===== src/cda_pkg.sv =====
// Shared types, constants and calendar helper functions for the date counter.
package cda_pkg;

  localparam int unsigned DAY_BITS   = 5;
  localparam int unsigned MONTH_BITS = 4;
  localparam int unsigned YEAR_BITS  = 16;
  localparam int unsigned COUNT_BITS = 10;
  localparam int unsigned YMOD_BITS  = 9;   // holds year mod 400

  typedef logic [DAY_BITS-1:0]   day_t;
  typedef logic [MONTH_BITS-1:0] month_t;
  typedef logic [YEAR_BITS-1:0]  year_t;
  typedef logic [COUNT_BITS-1:0] count_t;
  typedef logic [YMOD_BITS-1:0]  ymod_t;

  localparam int unsigned LEAP_CYCLE = 400;
  localparam int unsigned CENTURY    = 100;

  localparam day_t   DEF_DAY   = DAY_BITS'(1);
  localparam month_t DEF_MONTH = MONTH_BITS'(1);
  localparam year_t  DEF_YEAR  = YEAR_BITS'(1970);
  localparam ymod_t  DEF_YMOD  = YMOD_BITS'(1970 % LEAP_CYCLE);

  localparam month_t MON_JAN = MONTH_BITS'(1);
  localparam month_t MON_FEB = MONTH_BITS'(2);
  localparam month_t MON_DEC = MONTH_BITS'(12);

  localparam day_t LEN_SHORT = DAY_BITS'(28);
  localparam day_t LEN_LEAP  = DAY_BITS'(29);
  localparam day_t LEN_30    = DAY_BITS'(30);
  localparam day_t LEN_31    = DAY_BITS'(31);
  localparam day_t LEN_NONE  = DAY_BITS'(0);

  // floor(2^22 / 400): quotient estimate is exact or one low for 16-bit years
  localparam int unsigned RECIP_SHIFT = 22;
  localparam int unsigned RECIP_BITS  = 14;
  localparam int unsigned RECIP_400   = (1 << RECIP_SHIFT) / LEAP_CYCLE;
  localparam int unsigned PROD_BITS   = YEAR_BITS + RECIP_BITS;
  localparam int unsigned QUOT_BITS   = PROD_BITS - RECIP_SHIFT;

  typedef logic [QUOT_BITS-1:0] quot_t;

  typedef enum logic [1:0] {
    ACT_LOAD      = 2'd0,
    ACT_ADD_DAYS  = 2'd1,
    ACT_ADD_MONTH = 2'd2,
    ACT_ADD_YEAR  = 2'd3
  } action_e;

  typedef enum logic [2:0] {
    ST_IDLE,
    ST_LD_MUL,
    ST_LD_REM,
    ST_LD_CHK,
    ST_DAYS,
    ST_MONTH,
    ST_YEAR,
    ST_DONE
  } state_e;

  typedef struct packed {
    action_e action;
    day_t    load_day;
    month_t  load_month;
    year_t   load_year;
    count_t  day_count;
  } cda_in_t;

  typedef struct packed {
    day_t   day;
    month_t month;
    year_t  year;
    logic   load_error;
  } cda_out_t;

  typedef struct packed {
    logic capture;
    logic mul;
    logic rem;
    logic load;
    logic day_step;
    logic month_step;
    logic year_step;
    logic out_load;
  } cda_cmd_t;

  typedef struct packed {
    logic cnt_zero;
  } cda_sts_t;

  // Leap test from year mod 400: 400 is a multiple of 4 and 100.
  function automatic logic is_leap(input ymod_t r);
    logic century;
    century = (r == YMOD_BITS'(CENTURY)) || (r == YMOD_BITS'(2 * CENTURY)) ||
              (r == YMOD_BITS'(3 * CENTURY));
    return (r == '0) || ((r[1:0] == 2'b00) && !century);
  endfunction

  // Days in month m; zero for a month outside 1..12.
  function automatic day_t month_len(input month_t m, input logic leap);
    day_t len;
    len = LEN_NONE;
    if (m inside {4'd1, 4'd3, 4'd5, 4'd7, 4'd8, 4'd10, 4'd12}) begin
      len = LEN_31;
    end else if (m inside {4'd4, 4'd6, 4'd9, 4'd11}) begin
      len = LEN_30;
    end else if (m == MON_FEB) begin
      len = leap ? LEN_LEAP : LEN_SHORT;
    end
    return len;
  endfunction

endpackage


===== src/cda_ctrl.sv =====
// Controller state machine: sequences load, day, month and year operations.
module cda_ctrl (
  input  logic               clk_i,
  input  logic               rst_ni,
  input  logic               in_valid_i,
  input  cda_pkg::action_e   action_i,
  output logic               in_stall_o,
  input  logic               out_stall_i,
  output logic               out_valid_o,
  input  cda_pkg::cda_sts_t  sts_i,
  output cda_pkg::cda_cmd_t  cmd_o
);
  import cda_pkg::*;

  state_e state_q, state_d;
  logic   out_valid_q, out_valid_d;

  always_ff @(posedge clk_i or negedge rst_ni) begin
    if (!rst_ni) begin
      state_q     <= ST_IDLE;
      out_valid_q <= 1'b0;
    end else begin
      state_q     <= state_d;
      out_valid_q <= out_valid_d;
    end
  end

  always_comb begin
    state_d    = state_q;
    cmd_o      = '0;
    in_stall_o = 1'b1;
    case (state_q)
      ST_IDLE: begin
        in_stall_o = 1'b0;
        if (in_valid_i) begin
          cmd_o.capture = 1'b1;
          case (action_i)
            ACT_LOAD:      state_d = ST_LD_MUL;
            ACT_ADD_DAYS:  state_d = ST_DAYS;
            ACT_ADD_MONTH: state_d = ST_MONTH;
            ACT_ADD_YEAR:  state_d = ST_YEAR;
            default:       state_d = ST_IDLE;
          endcase
        end
      end
      ST_LD_MUL: begin
        cmd_o.mul = 1'b1;
        state_d   = ST_LD_REM;
      end
      ST_LD_REM: begin
        cmd_o.rem = 1'b1;
        state_d   = ST_LD_CHK;
      end
      ST_LD_CHK: begin
        cmd_o.load = 1'b1;
        state_d    = ST_DONE;
      end
      ST_DAYS: begin
        if (sts_i.cnt_zero) begin
          state_d = ST_DONE;
        end else begin
          cmd_o.day_step = 1'b1;
        end
      end
      ST_MONTH: begin
        cmd_o.month_step = 1'b1;
        state_d          = ST_DONE;
      end
      ST_YEAR: begin
        cmd_o.year_step = 1'b1;
        state_d         = ST_DONE;
      end
      ST_DONE: begin
        if (!out_valid_q || !out_stall_i) begin
          cmd_o.out_load = 1'b1;
          state_d        = ST_IDLE;
        end
      end
      default: state_d = ST_IDLE;
    endcase
  end

  always_comb begin
    if (cmd_o.out_load) begin
      out_valid_d = 1'b1;
    end else if (!out_stall_i) begin
      out_valid_d = 1'b0;
    end else begin
      out_valid_d = out_valid_q;
    end
  end

  assign out_valid_o = out_valid_q;

endmodule


===== src/cda_datapath.sv =====
// Datapath: date registers, leap tracking, load check and result register.
module cda_datapath (
  input  logic               clk_i,
  input  logic               rst_ni,
  input  cda_pkg::cda_in_t   in_req_i,
  input  cda_pkg::cda_cmd_t  cmd_i,
  output cda_pkg::cda_sts_t  sts_o,
  output cda_pkg::cda_out_t  out_req_o
);
  import cda_pkg::*;

  // Current date plus year mod 400 for the leap rule
  day_t   day_q, day_d;
  month_t month_q, month_d;
  year_t  year_q, year_d;
  ymod_t  ymod_q, ymod_d;
  logic   err_q, err_d;
  count_t cnt_q, cnt_d;

  // Load staging
  day_t     ld_day_q;
  month_t   ld_month_q;
  year_t    ld_year_q;
  quot_t    quot_q;
  ymod_t    rem_q;
  cda_out_t out_q;

  logic [PROD_BITS-1:0] prod;
  year_t  rem_raw;
  year_t  rem_fix;
  logic   leap_cur;
  day_t   len_cur;
  day_t   len_next;
  day_t   len_ld;
  month_t month_inc;
  year_t  year_inc;
  ymod_t  ymod_inc;
  logic   ld_ok;

  assign prod    = PROD_BITS'(ld_year_q) * PROD_BITS'(RECIP_400);
  assign rem_raw = ld_year_q - YEAR_BITS'(YEAR_BITS'(quot_q) * YEAR_BITS'(LEAP_CYCLE));
  assign rem_fix = (rem_raw >= YEAR_BITS'(LEAP_CYCLE)) ?
                   (rem_raw - YEAR_BITS'(LEAP_CYCLE)) : rem_raw;

  assign leap_cur  = is_leap(ymod_q);
  assign len_cur   = month_len(month_q, leap_cur);
  assign month_inc = month_q + MONTH_BITS'(1);
  assign len_next  = month_len(month_inc, leap_cur);
  assign year_inc  = year_q + YEAR_BITS'(1);
  assign ymod_inc  = ((year_inc == '0) || (ymod_q == YMOD_BITS'(LEAP_CYCLE - 1))) ?
                     '0 : (ymod_q + YMOD_BITS'(1));

  assign len_ld = month_len(ld_month_q, is_leap(rem_q));
  assign ld_ok  = (len_ld != LEN_NONE) && (ld_day_q != '0) && (ld_day_q <= len_ld);

  always_comb begin
    day_d   = day_q;
    month_d = month_q;
    year_d  = year_q;
    ymod_d  = ymod_q;
    err_d   = err_q;
    cnt_d   = cnt_q;
    if (cmd_i.capture) begin
      cnt_d = in_req_i.day_count;
    end
    if (cmd_i.load) begin
      if (ld_ok) begin
        day_d   = ld_day_q;
        month_d = ld_month_q;
        year_d  = ld_year_q;
        ymod_d  = rem_q;
        err_d   = 1'b0;
      end else begin
        day_d   = DEF_DAY;
        month_d = DEF_MONTH;
        year_d  = DEF_YEAR;
        ymod_d  = DEF_YMOD;
        err_d   = 1'b1;
      end
    end
    if (cmd_i.day_step) begin
      cnt_d = cnt_q - COUNT_BITS'(1);
      if (day_q >= len_cur) begin
        day_d = DEF_DAY;
        if (month_q == MON_DEC) begin
          month_d = MON_JAN;
          year_d  = year_inc;
          ymod_d  = ymod_inc;
        end else begin
          month_d = month_inc;
        end
      end else begin
        day_d = day_q + DAY_BITS'(1);
      end
    end
    if (cmd_i.month_step) begin
      if (month_q == MON_DEC) begin
        // January is 31 days long, so no clamp after a year rollover
        month_d = MON_JAN;
        year_d  = year_inc;
        ymod_d  = ymod_inc;
      end else begin
        month_d = month_inc;
        if (day_q > len_next) begin
          day_d = len_next;
        end
      end
    end
    if (cmd_i.year_step) begin
      if ((day_q == LEN_LEAP) && (month_q == MON_FEB)) begin
        day_d = LEN_SHORT;
      end
      year_d = year_inc;
      ymod_d = ymod_inc;
    end
  end

  always_ff @(posedge clk_i or negedge rst_ni) begin
    if (!rst_ni) begin
      day_q   <= DEF_DAY;
      month_q <= DEF_MONTH;
      year_q  <= DEF_YEAR;
      ymod_q  <= DEF_YMOD;
      err_q   <= 1'b0;
      cnt_q   <= '0;
    end else begin
      day_q   <= day_d;
      month_q <= month_d;
      year_q  <= year_d;
      ymod_q  <= ymod_d;
      err_q   <= err_d;
      cnt_q   <= cnt_d;
    end
  end

  always_ff @(posedge clk_i) begin
    if (cmd_i.capture) begin
      ld_day_q   <= in_req_i.load_day;
      ld_month_q <= in_req_i.load_month;
      ld_year_q  <= in_req_i.load_year;
    end
    if (cmd_i.mul) begin
      quot_q <= prod[PROD_BITS-1:RECIP_SHIFT];
    end
    if (cmd_i.rem) begin
      rem_q <= rem_fix[YMOD_BITS-1:0];
    end
    if (cmd_i.out_load) begin
      out_q.day        <= day_q;
      out_q.month      <= month_q;
      out_q.year       <= year_q;
      out_q.load_error <= err_q;
    end
  end

  assign sts_o.cnt_zero = (cnt_q == '0);
  assign out_req_o      = out_q;

endmodule


===== src/calendar_date_advance_core.sv =====
// Top level of the Gregorian calendar date counter.
//
// Holds a date (day, month, year) with Gregorian leap years and answers every
// request with the date after the requested action and the load error flag.
// Reset date is 1.1.1970 with the flag clear. Requests are handled one at a
// time; a finished result sits in an output register, so the next request is
// taken while the previous result still waits. A load reduces the year mod
// 400 with a reciprocal multiply and a remainder fix-up, then checks the
// date; add month and add year step the date directly; add days makes one
// day step per cycle in the datapath's date counter, day_count steps in all.
// A load with a month outside 1..12 or a day of zero or past the month's end
// gives 1.1.1970 and sets load_error; only a load changes that flag. Add
// month clamps the day to the new month's length, add year turns 29
// February into 28 February, and the year wraps from 65535 to 0 (year 0
// counts as a leap year).
module calendar_date_advance_core (
  input  logic              clk_i,
  input  logic              rst_ni,
  input  logic              in_valid_i,
  output logic              in_stall_o,
  input  cda_pkg::cda_in_t  in_req_i,
  output logic              out_valid_o,
  input  logic              out_stall_i,
  output cda_pkg::cda_out_t out_req_o
);
  import cda_pkg::*;

  cda_cmd_t cmd;
  cda_sts_t sts;

  // Sequencer: one request in flight, result handed off via the output register
  cda_ctrl u_ctrl (
    .clk_i       (clk_i),
    .rst_ni      (rst_ni),
    .in_valid_i  (in_valid_i),
    .action_i    (in_req_i.action),
    .in_stall_o  (in_stall_o),
    .out_stall_i (out_stall_i),
    .out_valid_o (out_valid_o),
    .sts_i       (sts),
    .cmd_o       (cmd)
  );

  // Date registers, leap tracking and load check
  cda_datapath u_dp (
    .clk_i     (clk_i),
    .rst_ni    (rst_ni),
    .in_req_i  (in_req_i),
    .cmd_i     (cmd),
    .sts_o     (sts),
    .out_req_o (out_req_o)
  );

`ifndef SYNTH
  // A request is never taken while the previous one is still being worked on
  a_busy_after_accept: assert property (@(posedge clk_i) disable iff (!rst_ni)
    (in_valid_i && !in_stall_o) |=> in_stall_o)
    else $error("request accepted while busy");

  // At most one date update per cycle
  a_one_update: assert property (@(posedge clk_i) disable iff (!rst_ni)
    $onehot0({cmd.load, cmd.day_step, cmd.month_step, cmd.year_step}))
    else $error("conflicting date updates");

  // Results always carry a month in 1..12 and a nonzero day
  a_date_legal: assert property (@(posedge clk_i) disable iff (!rst_ni)
    out_valid_o |-> (out_req_o.month >= MON_JAN) && (out_req_o.month <= MON_DEC) &&
                    (out_req_o.day != '0))
    else $error("illegal date in result");

  // The result register is only reloaded once the old result is gone
  a_no_overwrite: assert property (@(posedge clk_i) disable iff (!rst_ni)
    cmd.out_load |-> (!out_valid_o || !out_stall_i))
    else $error("result overwritten");
`endif

endmodule

===== config.mk =====
export PLATFORM = sky130hd
export DESIGN_NAME = calendar_date_advance_core
export DESIGN_NICKNAME = d
export VERILOG_FILES = /design/src/cda_pkg.sv /design/src/cda_ctrl.sv /design/src/cda_datapath.sv /design/src/calendar_date_advance_core.sv
export SDC_FILE = /design/constraint.sdc
export NUM_CORES = 1
export LEC_CHECK = 0
export CELL_PAD_IN_SITES_DETAIL_PLACEMENT = 1
export CELL_PAD_IN_SITES_GLOBAL_PLACEMENT = 1
export CORE_MARGIN = 4
export CORE_UTILIZATION = 45
export DETAILED_ROUTE_END_ITERATION = 7
export DONT_BUFFER_PORTS = 1
export GPL_ROUTABILITY_DRIVEN = 0
export GPL_TIMING_DRIVEN = 0
export PLACE_DENSITY_LB_ADDON = 0.1
export SETUP_SLACK_MARGIN = 0.15
export SYNTH_ARGS = -nofsm -noshare
export SYNTH_HDL_FRONTEND = slang
export SYNTH_SLANG_ARGS = --single-unit

===== constraint.sdc =====
create_clock -name clk_i -period 14.57 [get_ports clk_i]
set_clock_uncertainty 0.2 [all_clocks]
set_input_delay 2.914 -clock clk_i [delete_from_list [all_inputs] [get_ports clk_i]]
set_output_delay 2.914 -clock clk_i [all_outputs]
set_load 0.005 [all_outputs]

==> out/results.tsv <==
metric	value	unit
status	finished, final reports clean	
clockBufferDepth	2	
routed_wl	27500	um
cts_setup_buffers	0	
antenna_cells	0	
viasPerCell	5.53	
gr-usage-met3	3.07	%
placedCellCount	1418	
yosysTopAreaCellShare	21.2	%
finalMaxSlewViolations	0	
track_usage	21.3	%
post_drt_wl_per_cell	19.0	um
drv_cap	0	
synthTopCellsByArea	ha_1 (21%), edfxtp_1 (18%), fa_1 (14%), dfrtp_1 (7.9%), inv_1 (5.9%)	
avgSynthCellArea	10.1	um^2
drc	0	
min_path_type	reg -> reg	
worstPathArrival	6.29	ns
rr_worst_depth	20	
required	14.52	ns
syn_nets	1396	
drt_iter0_markers	422	
drive_above_1_share	6.75	%
path_class	reg -> reg	
area_growth	9.49	%
leakagePower	5.55	nW
postRouteAntennaNets	0	
grt_pass1_vias	8521	
yosys-top-cells-count	ha_1 (187), inv_1 (175), fa_1 (75)	
yosysMostFrequentCell	ha_1	
cts.repair.resized	0	
dp_hpwl	22000	um
end_kind	register	
worst_slew_pin_slew	1.25	ns
grt_pass1_wl	45300	um
synth-edff-count	68	
drt_first_pass_iters	5	
max_freq	158	MHz
portBuffers	0	
numCtsBuffers	17	
root_buffer	clkbuf_16	
grt-ovfl-total	0	
synth_top_area_cell	ha_1	
cts_num_sinks	117	
core_area	24200	um^2
cts-hold-fix-buffers	0	
nNetsFinal	1416	
ys.flop_type	edfxtp_1	
ir_worst_vdd	0.0963	mV
chipWidth	165	um
start_kind	register	
clk_pin_slew_worst_paths	0.06	ns
grt_start_max_net_pins	50	
synthCells	1093	
grt_use_met2	35.7	%
ys_seq_area_share	29.7	%
grt_antenna_before_repair	0	
ys_ff_latch	117	
crit_path_max_fanout	8	
vias	8024	
instances_no_fill	1450	
setup_viol	0	
ys_types	79	
syn_area	11000	um^2
slew_headroom	16.3	%
whs_path_depth	0	
period_minus_slack	6.33	ns
grtUsageMet1	29.8	%
rsz0062_at_grt	false	
fp.dieH	165	um
cts.htree.levels	4	
fin_tns_setup	0	ns
hold_viol	0	
yosysWarnings	0	
powerDensity	232	nW/um^2
cts_tree	yes	
busiest_layer	met2	
clk-insertion-delay-late	0.42	ns
rows	57	
period_share	43.5	%
pin_count	69	
async_flop_share	41.9	%
initial_utilization	45.6	%
die_area	27100	um^2
==> cell usage in the layout, fill, tap and decap left out, types with 6 or more instances in the layout <==
cell type | Yosys | layout
nand3_1 | 42 | 42
o211ai_1 | 6 | 6
nand2b_1 | 9 | 9
fa_1 | 75 | 75
a21o_1 | 9 | 9
and3_1 | 13 | 13
o21a_1 | 8 | 8
a211oi_1 | 13 | 13
inv_1 | 175 | 175
clkbuf_1 | 18 | 18
o31ai_1 | 9 | 9
nor2b_1 | 9 | 9
o21ai_0 | 51 | 51
nor4_1 | 6 | 6
dfstp_2 | 14 | 14
a21oi_1 | 45 | 44
nor3b_1 | 7 | 7
o311ai_0 | 6 | 6
edfxtp_1 | 68 | 68
nor2_1 | 55 | 55
xor2_1 | 12 | 12
ha_1 | 187 | 187
xnor2_1 | 27 | 27
clkbuf_16 | 0 | 17
nand2_1 | 56 | 56
dfrtp_1 | 35 | 35
nor3_1 | 23 | 23
or2_2 | 6 | 6
a31oi_1 | 12 | 12
==> power by group <==
group | internal, mW | switching (mW)
clock | 0.287 | 0.162
sequential | 0.520 | 0.124
combinational | 0.732 | 0.976
==> critical path, stage by stage, from the launching register on <==
cell and delay (ns):
edfxtp_1 0.71, fa_1 0.55, ha_1 0.30, inv_1 0.04, fa_1 0.47, inv_1 0.06, fa_1 0.53, inv_1 0.06
fa_1 0.49, fa_1 0.51, inv_1 0.04, ha_1 0.30, o21a_1 0.12, o2111ai_1 0.29, a21oi_1 0.08, o21a_1 0.22
nor3_1 0.19, nor3_1 0.12, a41o_1 0.30, o41a_1 0.33, xnor2_1 0.15
==> metrics by stage <==
stage | instance area [um^2] | total power [mW] | hold slack (ns) | worst slack (ns) | utilization (%)
finish | 12100 | 2.80 | 0.244 | 8.24 | 49.9
global route | 12100 | 3.12 | 0.252 | 7.97 | 49.9
CTS | 12100 | 2.84 | 0.250 | 8.18 | 49.9
detailed placement | 11500 | 2.35 | 0.235 | 8.23 | 47.3
global placement | 11500 | 2.30 | 0.229 | 8.24 | 47.2
floorplan | 11000 | 1.92 | 0.223 | 8.85 | -
==> kinds of logic (layout without fill, tap and decap cells) <==
kind of cell	Yosys count	in the layout	share of synthesized area (%)
adders and majority gates	262	262	34.8
and+or+nand+nor	260	260	12.1
AOI/OAI and AO/OA	209	209	12.7
buffers and inverters	203	236	7.16
DFF	117	117	29.7
xor gates and xnor gates	40	40	3.31
muxes	2	2	0.181
==> state kept, by name (all words and copies together) (netlist names), 3 cells and up <==
| name | count |
|---|---|
| u_dp.ymod_q | 9 |
| u_ctrl.state_q | 3 |
| u_dp.ld_day_q | 5 |
| u_dp.year_q | 16 |
| u_dp.out_req_o | 26 |
| u_dp.day_q | 5 |
| u_dp.quot_q | 8 |
| u_dp.month_q | 4 |
| u_dp.ld_year_q | 16 |
| u_dp.ld_month_q | 4 |
| u_dp.cnt_q | 10 |
| u_dp.rem_q | 9 |
==> cell type report <==
class,count,area (um^2)
fill,2724,12200
multi-input combinational,773,6980
tap,324,405
sequential,117,3290
inverter,175,657
timing repair buffer,1,5.00
buffer,28,134
clock buffer,17,425
clock inverter,15,201
==> metal layers <==
layer	wire (um)	vias to the layer above
li1	-	3885
met1	13000	4000
met2	13500	122
met3	757	17
met4	212	0
met5	0	-
==> worst paths after layout <==
check                                            start                      endpoint  slack, ns
setup / recovery           u_dp.ld_year_q[9]$_DFFE_PP_      u_dp.quot_q[7]$_DFFE_PP_       8.24
hold / removal               u_dp.month_q[3]$_DFF_PN0_  u_dp.out_req_o[20]$_DFFE_PP_       0.24
setup reg to reg           u_dp.ld_year_q[9]$_DFFE_PP_      u_dp.quot_q[7]$_DFFE_PP_       8.24
hold reg to reg              u_dp.month_q[3]$_DFF_PN0_  u_dp.out_req_o[20]$_DFFE_PP_       0.24
max in group asynchronous                       rst_ni       u_dp.day_q[0]$_DFF_PN1_      11.98
min in group asynchronous                       rst_ni     u_dp.year_q[11]$_DFF_PN0_       1.99
Note: power is estimated with default switching activity, not from simulation.
